--- config.mk ---
export PLATFORM = sky130hd
export DESIGN_NAME = terminal_key_sequence_decoder_core
export DESIGN_NICKNAME = d
export VERILOG_FILES = /design/src/hdl/tksd_pkg.sv /design/src/hdl/tksd_decode.sv /design/src/hdl/tksd_out_fifo.sv /design/src/hdl/terminal_key_sequence_decoder_core.sv
export VERILOG_INCLUDE_DIRS = /design/src /design/src/hdl
export SDC_FILE = /design/constraint.sdc
export NUM_CORES = 1
export LEC_CHECK = 0
export ABC_AREA = 1
export BUFFER_PORTS_ARGS = -buffer_cell sky130_fd_sc_hd__buf_2
export CORE_MARGIN = 3
export CORE_UTILIZATION = 59
export CTS_BUF_LIST = sky130_fd_sc_hd__clkbuf_4
export DETAILED_ROUTE_END_ITERATION = 10
export PLACE_DENSITY = 0.8
export SYNTH_ARGS = -nofsm -noshare
export SYNTH_HDL_FRONTEND = slang
export SYNTH_SLANG_ARGS = --single-unit
--- constraint.sdc ---
create_clock -name clk -period 2.5 [get_ports clk]
set_input_delay 0.25 -clock clk [delete_from_list [all_inputs] [get_ports clk]]
set_output_delay 0.25 -clock clk [all_outputs]
set_load 0.02 [all_outputs]
--- src/hdl/assert_macros.svh ---
// Assertion helpers shared by the decoder RTL.
`ifndef ASSERT_MACROS_SVH
`define ASSERT_MACROS_SVH

// Checked on every rising edge of clk once reset has been released.
`define TKSD_ASSERT(lbl, prop, msg) \
	lbl: assert property (@(posedge clk) disable iff (!arst_n) prop) else $error(msg);

// Checked on every rising edge of clk, also while reset is held.
`define TKSD_ASSERT_ALWAYS(lbl, prop, msg) \
	lbl: assert property (@(posedge clk) prop) else $error(msg);

`endif

--- src/hdl/tksd_pkg.sv ---
// ----------------------------------------------------------------------------
// tksd_pkg
// Types and constants for the terminal key sequence decoder.
// ----------------------------------------------------------------------------
`timescale 1ns / 1ps
`default_nettype none

package tksd_pkg;

	localparam int MAX_HELD_BYTES_DEF = 32;
	localparam int FIFO_DEPTH         = 4;

	localparam logic [7:0] BYTE_ESC   = 8'h1b;
	localparam logic [7:0] BYTE_CR    = 8'h0d;
	localparam logic [7:0] BYTE_LF    = 8'h0a;
	localparam logic [7:0] BYTE_DEL   = 8'h7f;
	localparam logic [7:0] BYTE_BS    = 8'h08;
	localparam logic [7:0] BYTE_SPACE = 8'h20;
	localparam logic [7:0] CTRL_BIAS  = 8'h60; // 'a' - 1
	localparam logic [7:0] BYTE_TILDE = 8'h7e;
	localparam logic [7:0] BYTE_CSI   = 8'h5b; // '['
	localparam logic [7:0] BYTE_SS3   = 8'h4f; // 'O'
	localparam logic [7:0] BYTE_ZERO  = 8'h30;
	localparam logic [7:0] BYTE_NINE  = 8'h39;
	localparam logic [7:0] BYTE_A     = 8'h41;
	localparam logic [7:0] BYTE_B     = 8'h42;
	localparam logic [7:0] BYTE_C     = 8'h43;
	localparam logic [7:0] BYTE_D     = 8'h44;
	localparam logic [7:0] BYTE_H     = 8'h48;
	localparam logic [7:0] BYTE_F     = 8'h46;

	typedef enum logic [1:0] {
		MODE_IDLE   = 2'd0,
		MODE_ESC    = 2'd1,
		MODE_INTRO  = 2'd2,
		MODE_DIGITS = 2'd3
	} decode_mode_t;

	typedef enum logic [3:0] {
		KIND_ENTER     = 4'd0,
		KIND_BACKSPACE = 4'd1,
		KIND_CHAR      = 4'd2,
		KIND_ESCAPE    = 4'd3,
		KIND_UP        = 4'd4,
		KIND_DOWN      = 4'd5,
		KIND_RIGHT     = 4'd6,
		KIND_LEFT      = 4'd7,
		KIND_HOME      = 4'd8,
		KIND_END       = 4'd9,
		KIND_PGUP      = 4'd10,
		KIND_PGDN      = 4'd11
	} key_kind_t;

	typedef struct packed {
		key_kind_t  kind;
		logic [7:0] char_code;
		logic       ctrl;
		logic       last;
	} key_word_t;

	// Up to two result words produced by one input byte.
	typedef struct packed {
		logic [1:0] n;
		key_word_t  w0;
		key_word_t  w1;
	} dec_out_t;

	function automatic key_word_t make_word(key_kind_t kind, logic [7:0] ch, logic ctrl);
		key_word_t w;
		w.kind      = kind;
		w.char_code = ch;
		w.ctrl      = ctrl;
		w.last      = 1'b0;
		return w;
	endfunction

endpackage

`default_nettype wire

--- src/hdl/tksd_decode.sv ---
// ----------------------------------------------------------------------------
// tksd_decode
// Combinational next-state and result logic for one input byte.
// ----------------------------------------------------------------------------
`timescale 1ns / 1ps
`default_nettype none

module tksd_decode import tksd_pkg::*; #(
	parameter int MAX_HELD_BYTES = MAX_HELD_BYTES_DEF,
	localparam int PEND_W = $clog2(MAX_HELD_BYTES + 1)
) (
	input  decode_mode_t      mode,
	input  logic [PEND_W-1:0] pend,
	input  logic [31:0]       value,
	input  logic [7:0]        in_byte,
	output decode_mode_t      mode_nx,
	output logic [PEND_W-1:0] pend_nx,
	output logic [31:0]       value_nx,
	output dec_out_t          dec
);

	decode_mode_t mode_eff;
	logic         is_digit;
	logic [31:0]  digit;
	key_word_t    alone_w;
	logic         alone_esc;

	// A sequence that has grown to the limit is thrown away first.
	assign mode_eff = (pend >= PEND_W'(MAX_HELD_BYTES)) ? MODE_IDLE : mode;
	assign is_digit = (in_byte >= BYTE_ZERO) && (in_byte <= BYTE_NINE);
	assign digit    = {28'd0, in_byte[3:0]};

	// Decoding of a byte on its own, outside any sequence.
	always_comb begin
		alone_esc = (in_byte == BYTE_ESC);
		if (in_byte == BYTE_CR || in_byte == BYTE_LF) begin
			alone_w = make_word(KIND_ENTER, 8'd0, 1'b0);
		end else if (in_byte == BYTE_DEL || in_byte == BYTE_BS) begin
			alone_w = make_word(KIND_BACKSPACE, 8'd0, 1'b0);
		end else if (in_byte < BYTE_SPACE) begin
			alone_w = make_word(KIND_CHAR, in_byte + CTRL_BIAS, 1'b1);
		end else begin
			alone_w = make_word(KIND_CHAR, in_byte, 1'b0);
		end
	end

	always_comb begin
		mode_nx  = MODE_IDLE;
		pend_nx  = '0;
		value_nx = '0;
		dec.n    = 2'd0;
		dec.w0   = make_word(KIND_ENTER, 8'd0, 1'b0);
		dec.w1   = make_word(KIND_ENTER, 8'd0, 1'b0);
		unique case (mode_eff)
			MODE_IDLE: begin
				if (alone_esc) begin
					mode_nx = MODE_ESC;
					pend_nx = PEND_W'(1);
				end else begin
					dec.n  = 2'd1;
					dec.w0 = alone_w;
				end
			end
			MODE_ESC: begin
				if (in_byte == BYTE_CSI || in_byte == BYTE_SS3) begin
					mode_nx  = MODE_INTRO;
					pend_nx  = PEND_W'(2);
					value_nx = value;
				end else begin
					dec.w0 = make_word(KIND_ESCAPE, 8'd0, 1'b0);
					if (alone_esc) begin
						dec.n   = 2'd1;
						mode_nx = MODE_ESC;
						pend_nx = PEND_W'(1);
					end else begin
						dec.n  = 2'd2;
						dec.w1 = alone_w;
					end
				end
			end
			MODE_INTRO: begin
				dec.n = 2'd1;
				priority if (in_byte == BYTE_A) begin
					dec.w0 = make_word(KIND_UP, 8'd0, 1'b0);
				end else if (in_byte == BYTE_B) begin
					dec.w0 = make_word(KIND_DOWN, 8'd0, 1'b0);
				end else if (in_byte == BYTE_C) begin
					dec.w0 = make_word(KIND_RIGHT, 8'd0, 1'b0);
				end else if (in_byte == BYTE_D) begin
					dec.w0 = make_word(KIND_LEFT, 8'd0, 1'b0);
				end else if (in_byte == BYTE_H) begin
					dec.w0 = make_word(KIND_HOME, 8'd0, 1'b0);
				end else if (in_byte == BYTE_F) begin
					dec.w0 = make_word(KIND_END, 8'd0, 1'b0);
				end else if (is_digit) begin
					dec.n    = 2'd0;
					mode_nx  = MODE_DIGITS;
					pend_nx  = PEND_W'(3);
					value_nx = digit;
				end else begin
					dec.n = 2'd0;
				end
			end
			MODE_DIGITS: begin
				if (is_digit) begin
					mode_nx  = MODE_DIGITS;
					pend_nx  = pend + PEND_W'(1);
					value_nx = (value << 3) + (value << 1) + digit;
				end else if (in_byte == BYTE_TILDE) begin
					dec.n = 2'd1;
					priority if (value == 32'd1 || value == 32'd7) begin
						dec.w0 = make_word(KIND_HOME, 8'd0, 1'b0);
					end else if (value == 32'd4 || value == 32'd8) begin
						dec.w0 = make_word(KIND_END, 8'd0, 1'b0);
					end else if (value == 32'd5) begin
						dec.w0 = make_word(KIND_PGUP, 8'd0, 1'b0);
					end else if (value == 32'd6) begin
						dec.w0 = make_word(KIND_PGDN, 8'd0, 1'b0);
					end else begin
						dec.n = 2'd0;
					end
				end
			end
		endcase
		// Mark the final word caused by this byte.
		if (dec.n == 2'd1) begin
			dec.w0.last = 1'b1;
		end
		if (dec.n == 2'd2) begin
			dec.w1.last = 1'b1;
		end
	end

endmodule

`default_nettype wire

--- src/hdl/tksd_out_fifo.sv ---
// ----------------------------------------------------------------------------
// tksd_out_fifo
// Small result queue that takes up to two words per cycle and gives one.
// ----------------------------------------------------------------------------
`timescale 1ns / 1ps
`default_nettype none

module tksd_out_fifo import tksd_pkg::*; (
	input  wire       clk,
	input  wire       arst_n,
	input  dec_out_t  push,
	output logic      room,
	output key_word_t out_word,
	output logic      out_valid,
	input  wire       out_ready
);

	localparam int PTR_W = $clog2(FIFO_DEPTH);
	localparam int CNT_W = $clog2(FIFO_DEPTH + 1);

	key_word_t        mem_q [FIFO_DEPTH];
	logic [PTR_W-1:0] head_q;
	logic [CNT_W-1:0] count_q;
	logic [PTR_W-1:0] tail;
	logic             pop;

	assign tail      = head_q + count_q[PTR_W-1:0];
	assign out_valid = (count_q != '0);
	assign pop       = out_valid && out_ready;
	assign out_word  = mem_q[head_q];
	// Room is judged before this cycle's pop so ready never depends on out_ready.
	assign room      = (count_q <= CNT_W'(FIFO_DEPTH - 2));

	always_ff @(posedge clk) begin
		if (push.n != 2'd0) begin
			mem_q[tail] <= push.w0;
		end
		if (push.n == 2'd2) begin
			mem_q[tail + PTR_W'(1)] <= push.w1;
		end
	end

	always_ff @(posedge clk or negedge arst_n) begin
		if (!arst_n) begin
			head_q  <= '0;
			count_q <= '0;
		end else begin
			head_q  <= head_q + PTR_W'(pop);
			count_q <= count_q + CNT_W'(push.n) - CNT_W'(pop);
		end
	end

endmodule

`default_nettype wire

--- src/hdl/terminal_key_sequence_decoder_core.sv ---
// ----------------------------------------------------------------------------
// terminal_key_sequence_decoder_core: VT100/xterm input key decoder.
// Results: words are written into the output queue when their byte is accepted and leave from its head in order.
// Throughput: one byte per cycle while the queue has room for two words; a byte giving two words fills two slots.
// Reset: asynchronous; decoder returns to idle and the output queue empties.
// ----------------------------------------------------------------------------
`timescale 1ns / 1ps
`default_nettype none
`include "assert_macros.svh"

module terminal_key_sequence_decoder_core import tksd_pkg::*; #(
	parameter int MAX_HELD_BYTES = MAX_HELD_BYTES_DEF
) (
	input  wire        clk,
	input  wire        arst_n,
	input  wire        in_valid,
	output logic       in_ready,
	input  wire  [7:0] in_byte,
	output logic       out_valid,
	input  wire        out_ready,
	output logic [3:0] key_kind,
	output logic [7:0] key_char,
	output logic       ctrl_flag,
	output logic       last_flag
);

	localparam int PEND_W = $clog2(MAX_HELD_BYTES + 1);

	// Sequence state: where we are in an escape sequence, how many bytes the
	// sequence holds so far, and the decimal value of any digit run.
	decode_mode_t      mode_q;
	logic [PEND_W-1:0] pend_q;
	logic [31:0]       value_q;

	decode_mode_t      mode_nx;
	logic [PEND_W-1:0] pend_nx;
	logic [31:0]       value_nx;
	dec_out_t          dec;
	dec_out_t          push;
	key_word_t         out_word;
	logic              room;
	logic              in_acc;

	// The queue always keeps space for the two words one byte can produce,
	// so a byte is taken whenever two slots are free, even while the oldest
	// result still waits at the output.
	assign in_ready = room;
	assign in_acc   = in_valid && in_ready;

	// All the work for a byte is a single pass of short logic: the decoder
	// looks at the current state and the byte, and yields the next state and
	// zero, one or two words.
	tksd_decode #(
		.MAX_HELD_BYTES(MAX_HELD_BYTES)
	) u_decode (
		.mode    (mode_q),
		.pend    (pend_q),
		.value   (value_q),
		.in_byte (in_byte),
		.mode_nx (mode_nx),
		.pend_nx (pend_nx),
		.value_nx(value_nx),
		.dec     (dec)
	);

	// Only an accepted byte writes into the queue.
	always_comb begin
		push   = dec;
		push.n = in_acc ? dec.n : 2'd0;
	end

	always_ff @(posedge clk or negedge arst_n) begin
		if (!arst_n) begin
			mode_q  <= MODE_IDLE;
			pend_q  <= '0;
			value_q <= '0;
		end else if (in_acc) begin
			mode_q  <= mode_nx;
			pend_q  <= pend_nx;
			value_q <= value_nx;
		end
	end

	// The queue is the result register: its head word drives the outputs.
	tksd_out_fifo u_out_fifo (
		.clk      (clk),
		.arst_n   (arst_n),
		.push     (push),
		.room     (room),
		.out_word (out_word),
		.out_valid(out_valid),
		.out_ready(out_ready)
	);

	assign key_kind  = out_word.kind;
	assign key_char  = out_word.char_code;
	assign ctrl_flag = out_word.ctrl;
	assign last_flag = out_word.last;

	// Any sequence in progress holds at least the ESC byte.
	`TKSD_ASSERT(a_pend_nonzero, (mode_q != MODE_IDLE) |-> (pend_q != '0), "held sequence with zero count")
	// Idle means nothing is held and no digit value lingers.
	`TKSD_ASSERT_ALWAYS(a_idle_clean, (mode_q == MODE_IDLE) |-> (pend_q == '0 && value_q == '0), "idle state not clean")
	// The held count never passes the limit.
	`TKSD_ASSERT(a_pend_limit, pend_q <= PEND_W'(MAX_HELD_BYTES), "held count beyond limit")
	// A byte that produces words always makes the output valid next cycle.
	`TKSD_ASSERT(a_out_follows, (in_acc && dec.n != 2'd0) |=> out_valid, "produced word not presented")

endmodule

`default_nettype wire
## After elaboration in Yosys (flattened, before gate mapping)

Memories as Yosys holds them, arrays and structs flattened.
Cells that the tools add are included.

| storage, ports and cells | value |
|---|---|
| register bits after elaboration | 45 |
| memory bits (writable) | 56 |
| bits of input ports | 12 |
| output and inout port bits | 16 |
| logic and storage cells | 129 |
| memories kept | 1 |

Memories:

| name | words | bits a word | read ports | clocked after Yosys merged registers in | write ports | line | text |
|---|---|---|---|---|---|---|---|
| u_out_fifo.mem_q | 4 | 14 | 1 | 0 | 2 | tksd_out_fifo.sv:21 | `key_word_t mem_q [FIFO_DEPTH];` |

| operators by class | value |
|---|---|
| $add $sub $neg | 9 |
| magnitude comparators | 5 |
| equal/unequal tests | 27 |
| mux-type cells | 70 |
| reduce and logical (&&, ||, !) cells | 12 |

Operators with widths:

| kind | number |
|---|---|
| $mux 32 | 8 |
| $mux 14 | 14 |
| $eq 32x3->1 const B | 4 |
| $pmux 32 s3 | 1 |
| $eq 8x7->1 const B | 10 |
| $pmux 16 s4 | 1 |
| $mux 6 | 8 |
| $mux 2 | 20 |
| $add 32x32->32 | 1 |
| $add 32x4->32 | 1 |
| $eq 32x1->1 const B | 1 |
| $eq 32x4->1 const B | 1 |
| $mux 16 | 2 |
| $mux 30 | 1 |
| $eq 8x4->1 const B | 3 |
| $pmux 6 s4 | 1 |
| $mux 15 | 1 |
| $mux 1 | 10 |
| $mux 10 | 1 |
| $add 8x7->8 const B | 1 |
| $eq 2x2->1 const B | 4 |
| $eq 8x5->1 const B | 1 |
| $ge 8x6->1 const B | 1 |
| $le 8x6->1 const B | 1 |
| 19 further kinds | 26 |

## Logic depth before layout (Yosys ltp)

Gate-level depths: netlist of the first run.

| depth | value |
|---|---|
| depth after elaboration | 12 |
| gate-level depth with buffers | 15 |
| mapped depth without buffers | 15 |

## Modules after synthesis

Synthesis of the first run repeated with hierarchy kept, for this count alone.

| second synthesis, totals | value |
|---|---|
| cells, all modules | 1313 |
| area, all modules | 8858.5 um^2 |

By module, submodules not included:

| module | instances | cells an instance | area each (um^2) | sequential area each (um^2) |
|---|---|---|---|---|
| tksd_decode | 1 | 759 | 3801.1 | 0.0 |
| tksd_out_fifo | 1 | 375 | 3400.8 | 1806.7 |
| terminal_key_sequence_decoder_core | 1 | 179 | 1656.6 | 1001.0 |

## Least setup slack after synthesis of the first run

OpenSTA, ideal clock, no wires.

| timing path | value |
|---|---|
| path kind | register to register |
| from | reg value_q[0] |
| to | reg value_q[28] |
| setup time | 0.126 ns |
| data arrival time | 2.553 ns |
| data required time | 2.374 ns |
| path slack | -0.180 ns |
| stages on the path, launching flop included | 14 |
| cell sequence | dfrtp_1 -> fa_1 -> inv_1 -> fa_1 -> o21ai_0 -> a21oi_1 -> inv_1 -> nand2_1 -> nand2_1 -> nand2_1 -> o211ai_1 -> nand2_1 -> nand2_1 -> o21ai_0 |

| between the ends | value |
|---|---|
| cells in the longest elaborated chain, start to end | 4 |

RTL lines:

| what | line | text |
|---|---|---|
| start, declared | terminal_key_sequence_decoder_core.sv:33 | `logic [31:0] value_q;` |
| start signal, assigned | terminal_key_sequence_decoder_core.sv:80 | `value_q <= value_nx;` |
| $add 32x32->32 | tksd_decode.sv:108 | `value_nx = (value << 3) + (value << 1) + digit;` |
| $add 32x4->32 | tksd_decode.sv:108 |  |
| $mux 32 | tksd_decode.sv:105 | `if (is_digit) begin` |
| $pmux 32 s3 | tksd_decode.sv:54 | `unique case (mode_eff)` |

No other way between the ends.
A chain may end at the register's enable or synchronous reset.

## Final worst setup path of the first run

| timing path | value |
|---|---|
| from | reg value_q[1] |
| to | reg value_q[20] |

Same word-level chain as after synthesis.

==> impl_results.md, run 1 <==
- Outcome: finished with violations
- Failing checks: negative setup slack
- Core area: 12200 um^2
- Layout cells sized above 1: 0.234
- List of most frequent post-synthesis cells: 213 x nand2_1, 118 x nor2_1, 91 x inv_1, 85 x o21ai_0, 66 x ha_1
- First-pass DRT Iterations: 5
- # diodes: 0
- Most numerous cell in the Yosys netlist: nand2_1
- Final HPWL DP: 14100 um
- Seq cells post-synth: 101
- Crit. End Element: flop
- Leakage: 0.00407 uW
- HP Class: in -> reg
- PD cells: 698 nW/um^2
- Final setup margin: -0.00685 ns
- Dpl ws: -0.164 ns
- Mean post-synth cell area: 7.78 um^2
- Iter 0 DRT Violations: 496
- Die Ht: 118 um
- Via/cell ratio: 5.70
- Detailed Route WL: 18800 um
- Initial antenna violation count: 0
- DR WL/cell: 15.7 um
- RSZ-0062 raised after global routing: yes
- WP data required: 2.93 ns
- Final Skew: 0.0158 ns
- CTS H-tree lvls: 3
- DR vias: 6842
- CTS tree: yes
- CTS sink count: 101
- Vias in the first global route: 6356
- Synthesis Warnings: 0
- FMAX: 0.399 GHz
- Worst-Skew Late Latency: 0.52 ns
- Critical Path AT: 2.94 ns
- Synth Flop Type: edfxtp_1
- Yosys top cell area share: 0.194
- R2r startpoint: value_q[1]$_DFFE_PN0P_
- Synth area leaders: edfxtp_1 19%, dfrtp_1 15%, ha_1 11%
- RD Place Congestion: 0.956
- Global-route wire length before repair: 30000 um
- Final number of hold-violating endpoints: 0
- Tmin final: 2.51 ns
- Relative slew slack: 0.613
- Clock Pin Slew Worst Setup and Hold Paths: 0.18 ns
- Post-synth top area cell: edfxtp_1
- Ports: 28
- Gr usage total: 0.260
- Area grow syn2layout: 17.1%
- Total power: 6080 uW
- Max Fanout on Critical Path: 6
- Worst hold start: in_byte[0]
- Port bufs: 27
- Peak supply drop: 460 uV
- CTS Root Buffer Type: clkbuf_4
- Largest net degree at the start of global routing: 30
- CP startpoint kind: flop
- Final instance area: 8700 um^2
- Syn Nets: 1036
- Nets@finish: 1108
- Crit path launch: value_q[1]$_DFFE_PN0P_
- Routed Antenna Nets: 0
- Cell variety after synth: 48
- Clock Path Buffers: 2
- FILL cells: 937
- Synth async-reset ratio: 0.446
- Setup-failing EPs final: 1
- Worst Setup Path Type: reg -> reg
- Final period utilization: 1.00
- Final Max Tran Viols: 0
- Seq/Total Area, Yosys: 0.367
- Cells after Synth: 955
- DP Area: 8030 um^2
- Worst Tran Pin Value: 0.581 ns
- Mapped Area: 7430 um^2
- Die Wd: 118 um
- Grt total ovfl: 0
- Die ar.: 14000 um^2
- Num CTS Buffers: 9
- Max_cap viols: 0
- Core Rows: 40
- Initial Util: 0.611
- DRC violations left: 0
- Number of flops mapped to enable cells by yosys: 48
[per-stage QoR]
| step | hold slack [ns] | TNS [ns] | instances | util |
|---|---|---|---|---|
| after global routing | 0.107 | -0.809 | 1200 | 0.716 |
| final | 0.109 | -0.00685 | 1200 | 0.716 |
| after detailed placement | 0.276 | -1.33 | 1172 | 0.660 |
| after CTS | 0.100 | -0.0192 | 1191 | 0.676 |
| after floorplan | -0.0456 | 0 | 955 | - |
| after global placement | 0.257 | -0.534 | 1172 | 0.660 |
[metal layers]
layer / vias up / track usage / routed length (um)
li1: 3400 / - / -
met1: 3124 / 0.346 / 7950
met2: 261 / 0.427 / 9050
met3: 57 / 0.0407 / 1130
met4: 0 / 0.104 / 686
met5: - / 0 / 0
[what timing repair did]
action | CTS | global route
hold buffers | 1 | 0
hold endpoints to repair | 21 | 0
buffers inserted | 2 | 9
gates cloned | 0 | 0
endpoints found under the setup margin | 16 | 75
gates resized for setup | 12 | 105
pin swaps | 3 | 24
[where the power goes]
part           internal [uW]  leakage, uW  total [uW]  switching [uW]
Sequential              2120      0.00112        2250             125
Clock                    239    0.0000784         893             654
Combinational           1000      0.00287        2940            1930
[state kept, by name, indices dropped and copies added (netlist names)]
signal / count
u_out_fifo.head_q: 2
value_q: 32
mode_q: 2
pend_q: 6
u_out_fifo.mem_q: 56
u_out_fifo.count_q: 3
[area by class of cell]
cell class                 count  area [um^2]  area share
clock inverter                 7         71.3     0.00819
tap                          168          210      0.0242
timing repair buffer          85          614      0.0706
multi-input combinational    727         4620       0.531
sequential                   101         2740       0.314
inverter                     103          387      0.0444
clock buffer                   9         67.6     0.00776
[final timing paths]
path	to	slack [ns]	cells past startpoint
worst max-delay path	value_q[20]$_DFFE_PN0P_	-0.007	14
worst min register to register	u_out_fifo.mem_q[3][12]$_SDFFE_PP0N_	0.50	2
min in group asynchronous	value_q[27]$_DFFE_PN0P_	0.22	2
max in group asynchronous	value_q[3]$_DFFE_PN0P_	1.54	3
worst min-delay path	value_q[0]$_DFFE_PN0P_	0.11	3
worst max register to register	value_q[20]$_DFFE_PN0P_	-0.007	14
[placed cells by master, fill, tap and decap left out, types with 7 or more instances in the layout]
master	Yosys	routed
a21oi_1	49	33
a21oi_2	7	20
buf_2	8	27
buf_4	1	53
clkbuf_4	0	9
dfrtp_1	45	39
dfxtp_1	8	8
edfxtp_1	48	48
ha_1	66	49
ha_2	0	7
ha_4	0	10
inv_1	91	86
inv_2	10	15
nand2_1	213	200
nand2_2	7	18
nand3_1	36	28
nand3_2	2	9
nand4_1	7	7
nor2_1	118	107
nor2_2	5	14
nor2_4	9	11
o21ai_0	85	70
o21ai_1	2	14
o22ai_1	55	55
xnor2_1	8	7
xor2_1	7	7
[cell families (layout without fill, tap and decap cells)]
group           after synthesis  in the layout  share of synthesized area
simple gates                416            416                      0.245
buf+inv                     127            204                     0.0705
fa+ha+maj                    69             69                      0.119
compound gates              225            225                      0.177
xor+xnor                     17             17                     0.0220
flops                       101            101                      0.367
[worst max-delay path, stage by stage (launching register included)]
cell and delay (ns):
dfrtp_2 0.50, ha_4 0.30, ha_4 0.13, inv_1 0.06, fa_2 0.42, o21ai_4 0.25, a21oi_2 0.10, inv_1 0.08
nand2_1 0.08, nand2_2 0.11, nand3_2 0.09, nand2_2 0.10, a21oi_2 0.05, o21ai_1 0.10, nand2_1 0.06
Note: power is estimated with default switching activity, not from simulation.
==> run 2, diff against run 1 <==
--- a/config.mk
+++ b/config.mk
@@ -12,7 +12,7 @@
 export CORE_UTILIZATION = 59
 export CTS_BUF_LIST = sky130_fd_sc_hd__clkbuf_4
 export DETAILED_ROUTE_END_ITERATION = 10
-export PLACE_DENSITY = 0.8
+export PLACE_DENSITY_LB_ADDON = 0.3
 export SYNTH_ARGS = -nofsm -noshare
 export SYNTH_HDL_FRONTEND = slang
 export SYNTH_SLANG_ARGS = --single-unit
==> impl_results.md, run 2 (synthesis gave the netlist of run 1 again) <==
- Most frequent cells in the layout: 203 x nand2_1, 111 x nor2_1, 88 x inv_1
- Worst Setup Path Type: reg -> reg
- Final Max Tran Viols: 0 (unchanged)
- Die Ht: 118 um (unchanged)
- Setup-failing EPs final: 2 (+1)
- Area of the multi-input gates: 4490 um^2 (-2.8%)
- DP Area: 8070 um^2 (+0.47%)
- WP data required: 2.94 ns (about the same)
- Final instance area: 8650 um^2 (-0.56%)
- Post-route setup TNS: -0.0330 ns (-0.0261 ns)
- Outcome: finished with violations
- Peak supply drop: 503 uV (+9.2%)
- Num CTS Buffers: 9 (unchanged)
- Layout cells sized above 1: 0.213 (-0.0208)
- Max_cap viols: 0 (unchanged)
- Top reg by flops: u_out_fifo.mem_q
- Initial antenna violation count: 0 (unchanged)
- Final Core Density: 0.712 (-0.00401)
- Relative slew slack: 0.628 (+0.0155)
- CP cell instances: buf_4, ha_1, ha_4, buf_4, nand2_1, o21ai_4, a21oi_2, inv_1, nand2_1, nand2_2, buf_4, buf_4, nand2_1, nand2_1, o21ai_0
- Final setup margin: -0.0230 ns (-0.0161 ns)
- Final HPWL DP: 14500 um (+2.7%)
- Top Registers: u_out_fifo.mem_q x56, value_q x32, pend_q x6
- Worst Tran Pin Value: 0.556 ns (-0.0247 ns)
- HP Class: in -> async
- Slowest cell on crit path: dfrtp_1
- Critical Path AT: 2.97 ns (+0.03 ns)
- FMAX: 0.396 GHz (-0.64%)
- Tmin final: 2.52 ns (+0.0161 ns)
- Crit path launch: value_q[1]$_DFFE_PN0P_
- Final number of hold-violating endpoints: 0 (unchanged)
- Gr usage total: 0.268 (+0.00771)
- Core Rows: 40 (unchanged)
- PD cells: 722 nW/um^2 (+3.4%)
- CTS sink count: 101 (unchanged)
- Final period utilization: 1.01 (+0.00645)
- Die Wd: 118 um (unchanged)
- CTS Root Buffer Type: clkbuf_4
- Initial Util: 0.611 (unchanged)
- CTS tree: yes
- Port bufs: 27 (unchanged)
- # diodes: 0 (unchanged)
- Largest net degree at the start of global routing: 40 (+33%)
- Crit. End Element: flop
- Largest stage delay on the critical path: 0.45 ns (-0.05 ns)
- CP delay by family, top: buffers and inverters
- Ports: 28 (unchanged)
- Detailed Route WL: 19100 um (+1.4%)
- CTS H-tree lvls: 3 (unchanged)
- R2r startpoint: value_q[1]$_DFFE_PN0P_
- Leakage: 0.00408 uW (+0.17%)
- RSZ-0062 raised after global routing: yes
- RD Place Congestion: 0.999 (+4.5%)
- Max FFs per register: 56 (unchanged)
- Most common cell after layout, fill and taps aside: nand2_1
- Die ar.: 14000 um^2 (unchanged)
- Area grow syn2layout: 16.4%
- Nets@finish: 1115 (+0.63%)
- Vias in the first global route: 6313 (-0.68%)
- First-pass DRT Iterations: 5 (unchanged)
- Global-route wire length before repair: 30700 um (+2.4%)
- FF+latch area: 2730 um^2 (-0.18%)
- Iter 0 DRT Violations: 659 (+33%)
- Clock Path Buffers: 2 (unchanged)
- CP startpoint kind: flop
- DRC violations left: 0 (unchanged)
- Core area: 12200 um^2 (unchanged)
- Buf+Inv Stages, Crit Path: 5 (+3)
- Via/cell ratio: 5.71 (about the same)
- Clock Pin Slew Worst Setup and Hold Paths: 0.18 ns (about the same)
- Failing checks: negative setup slack
- Grt total ovfl: 0 (unchanged)
- Max Fanout on Critical Path: 4 (-2)
- Routed Antenna Nets: 0 (unchanged)
- Final Skew: 0.0227 ns (+0.00695 ns)
- DR vias: 6888 (+0.67%)
- FILL cells: 962 (+2.7%)
- Worst-Skew Late Latency: 0.52 ns (about the same)
- DR WL/cell: 15.8 um (+0.81%)
-- run 2: changes by cell type in the layout (fill, tap and decap cells not counted), sizes merged --
cell,delta
buf,+7
inv,-3
bufinv,+2
clkinv,-2
clkinvlp,+2
clkbuf,+1
-- run 2: worst paths after layout --
path                                                        end  slack, ns  cells past startpoint
max                                     value_q[12]$_DFFE_PN0P_      -0.02                     15
min                                       pend_q[5]$_DFFE_PN0P_       0.09                      2
max reg2reg                             value_q[12]$_DFFE_PN0P_      -0.02                     15
min reg2reg                u_out_fifo.mem_q[3][12]$_SDFFE_PP0N_       0.50                      2
max in group asynchronous               value_q[11]$_DFFE_PN0P_       1.60                      3
min in group clk                         value_q[0]$_DFFE_PN0P_       0.15                      3
-- run 2: timing repair --
item                       4_1_cts  5_1_grt
hold buffers                     1        0
resized for setup                8       71
setup endpoints to repair       13       50
hold endpoints to repair        45        0
setup buffers                    0       13
pin swaps                        3       17
-- run 2: metrics by stage --
stage	power, uW	worst slack, ns	std cells	hold slack, ns
floorplan	4340	0.000978	955	-0.0456
global placement	5130	-0.0941	1177	0.0986
detailed placement	5210	-0.152	1177	0.0935
CTS	6230	-0.00323	1194	0.0721
global route	6680	-0.164	1207	0.101
finish	6250	-0.0230	1207	0.0888
-- run 2: report_power, final --
part | internal (uW) | switching [uW] | leakage [uW]
Clock | 427 | 609 | 0.0000880
Combinational | 1010 | 1950 | 0.00286
Sequential | 2120 | 132 | 0.00113
-- run 2: final cells by class --
type / count / share of cell area
tap: 168 / 0.0243
inverter: 103 / 0.0451
clock inverter: 6 / 0.0108
timing repair buffer: 92 / 0.0771
sequential: 101 / 0.315
multi-input combinational: 727 / 0.519
clock buffer: 10 / 0.00867
-- run 2: worst register-to-register path, cell delays in order (launching register included) --
cell	delay, ns
dfrtp_1	0.45
buf_4	0.15
ha_1	0.33
ha_4	0.27
buf_4	0.14
nand2_1	0.12
o21ai_4	0.09
a21oi_2	0.19
inv_1	0.07
nand2_1	0.07
nand2_2	0.09
buf_4	0.15
buf_4	0.12
nand2_1	0.05
nand2_1	0.04
o21ai_0	0.13
-- run 2: metal layers --
layer / part of all wire / up-vias / global-route usage
met5: 0 / - / 0
met4: 0.027 / 0 / 0.111
met3: 0.063 / 39 / 0.0359
met2: 0.49 / 260 / 0.444
met1: 0.42 / 3171 / 0.355
li1: - / 3418 / -
==> run 3, diff against run 2 <==
==> constraint.sdc (replaced) <==
create_clock -name clk -period 2.5 [get_ports clk]
set_input_delay 0 -clock clk [delete_from_list [all_inputs] [get_ports clk]]
set_output_delay 0 -clock clk [all_outputs]
set_load 0.02 [all_outputs]
==> impl_results.md, run 3 (synthesis gave the netlist of run 1 again) <==
- Outcome: completed
- Core area: 12200 um^2 (unchanged)
- Layout cells sized above 1: 0.215 (+0.00213)
- DP Area: 8100 um^2 (+0.43%)
- RSZ-0062 raised after global routing: yes
- CP startpoint kind: flop
- Final instance area: 8680 um^2 (+0.25%)
- Vias in the first global route: 6386 (+1.2%)
- Most frequent cells in the layout: 204 x nand2_1, 106 x nor2_1, 87 x inv_1
- DRC violations left: 0 (unchanged)
- Top reg by flops: u_out_fifo.mem_q
- Most common cell after layout, fill and taps aside: nand2_1
- Die Ht: 118 um (unchanged)
- Tmin final: 2.44 ns (-0.0788 ns)
- CTS tree: yes
- Nets@finish: 1114 (-0.090%)
- R2r startpoint: value_q[2]$_DFFE_PN0P_
- CTS sink count: 101 (unchanged)
- Grt total ovfl: 0 (unchanged)
- Final Max Tran Viols: 0 (unchanged)
- Peak supply drop: 442 uV (-12%)
- FILL cells: 960 (-0.21%)
- WHS: 0.0384 ns (-0.0504 ns)
- Die Wd: 118 um (unchanged)
- CTS Root Buffer Type: clkbuf_4
- Setup crit end: value_q[30]$_DFFE_PN0P_
- # diodes: 0 (unchanged)
- First-pass DRT Iterations: 5 (unchanged)
- Largest net degree at the start of global routing: 30 (-25%)
- Worst-Skew Late Latency: 0.50 ns (-0.02 ns)
- HP Class: in -> async
- Core Rows: 40 (unchanged)
- DR WL/cell: 16.0 um (+1.1%)
- Area grow syn2layout: 16.7%
- Initial Util: 0.611 (unchanged)
- Max Fanout on Critical Path: 4 (unchanged)
- Reg2reg end: value_q[30]$_DFFE_PN0P_
- Critical Path AT: 2.85 ns (-0.12 ns)
- Clock Path Buffers: 2 (unchanged)
- Via/cell ratio: 5.72 (+0.18%)
- Num CTS Buffers: 9 (unchanged)
- Ports: 28 (unchanged)
- Top Registers: u_out_fifo.mem_q x56, value_q x32, pend_q x6
- Worst Tran Pin Value: 0.740 ns (+0.184 ns)
- DR vias: 6895 (+0.10%)
- Initial antenna violation count: 0 (unchanged)
- Crit path launch: value_q[2]$_DFFE_PN0P_
- Max FFs per register: 56 (unchanged)
- Final Skew: 0.0320 ns (+0.00925 ns)
- Crit. End Element: flop
- WP data required: 2.90 ns (-0.04 ns)
- Global-route wire length before repair: 31000 um (+1.0%)
- Die ar.: 14000 um^2 (unchanged)
- Iter 0 DRT Violations: 630 (-4.4%)
- RD Place Congestion: 1.03 (+2.7%)
- Reg2reg path depth: 12 (-3)
- Leakage: 0.00411 uW (+0.74%)
- Routed Antenna Nets: 0 (unchanged)
- Final number of hold-violating endpoints: 0 (unchanged)
- CTS H-tree lvls: 3 (unchanged)
- Relative slew slack: 0.506 (-0.122)
- Final HPWL DP: 14400 um (-0.44%)
- Worst Setup Path Type: reg -> reg
- Setup-failing EPs final: 0 (-2)
- FMAX: 0.409 GHz (+3.2%)
- Final period utilization: 0.978 (-0.0315)
- Clock Pin Slew Worst Setup and Hold Paths: 0.19 ns (about the same)
- PD cells: 715 nW/um^2 (-1.0%)
- Max_cap viols: 0 (unchanged)
- Gr usage total: 0.271 (+0.00250)
- Setup slack, reg-to-reg: 0.06 ns (+0.08 ns)
- Port bufs: 27 (unchanged)
- Detailed Route WL: 19300 um (+1.0%)
==> run 3: per-stage QoR <==
stage                util  total power, uW  worst slack (ns)  TNS, ns  std cells
floorplan               -             4340          0.000978        0        955
global placement    0.666             5140           -0.0177  -0.0177       1180
detailed placement  0.666             5200           -0.0881   -0.336       1180
CTS                 0.685             6170          -0.00763  -0.0116       1202
global route        0.713             6600           -0.0645   -0.270       1206
finish              0.713             6200            0.0558        0       1206
==> run 3: worst min-delay path by stage <==
stage	to	depth (start not counted)
2_1_floorplan	mode_q[0]$_DFFE_PN0P_	0
3_3_place_gp	mode_q[0]$_DFFE_PN0P_	1
3_5_place_dp	mode_q[0]$_DFFE_PN0P_	1
4_1_cts	value_q[1]$_DFFE_PN0P_	5
5_1_grt	u_out_fifo.head_q[0]$_DFF_PN0_	3
6_report	value_q[1]$_DFFE_PN0P_	2
==> run 3: critical path: stages (launching register included) <==
cell	delay, ns
dfrtp_1	0.44
fa_1	0.57
inv_2	0.05
fa_2	0.37
o21ai_4	0.19
buf_4	0.15
nand3_1	0.08
nand3_2	0.12
nand2_1	0.07
o211ai_1	0.11
nand2_1	0.07
nand2_1	0.06
o21ai_0	0.06
==> run 3: report_power, final <==
part / internal [uW] / leakage [uW] / switching, uW / total [uW]
clock: 331 / 0.0000825 / 640 / 971
sequential: 2120 / 0.00113 / 127 / 2250
combinational: 1030 / 0.00290 / 1950 / 2980
total: 3490 / 0.00411 / 2720 / 6200
==> run 3: area by class of cell <==
| cell class | count | area [um^2] | area share |
|---|---|---|---|
| repair buffers | 91 | 681 | 0.0785 |
| inverters | 103 | 387 | 0.0446 |
| well taps | 168 | 210 | 0.0242 |
| flip-flops and latches | 101 | 2730 | 0.315 |
| clock inverters | 7 | 88.8 | 0.0102 |
| clock buffers | 9 | 67.6 | 0.00779 |
| multi-input cells | 727 | 4510 | 0.520 |
==> run 3: layer usage <==
metal / part of all wire / vias up / GRT usage
met5: 0 / - / 0
met2: 0.48 / 278 / 0.441
met1: 0.43 / 3154 / 0.365
met3: 0.060 / 50 / 0.0364
li1: - / 3413 / -
met4: 0.031 / 0 / 0.111
==> run 3: repair_timing <==
action / in CTS / in global routing
pin swaps: 1 / 18
hold endpoints to repair: 32 / 0
gates cloned: 0 / 0
endpoints found under the setup margin: 13 / 91
hold buffers: 6 / 0
resized for setup: 7 / 85
setup buffers: 0 / 4
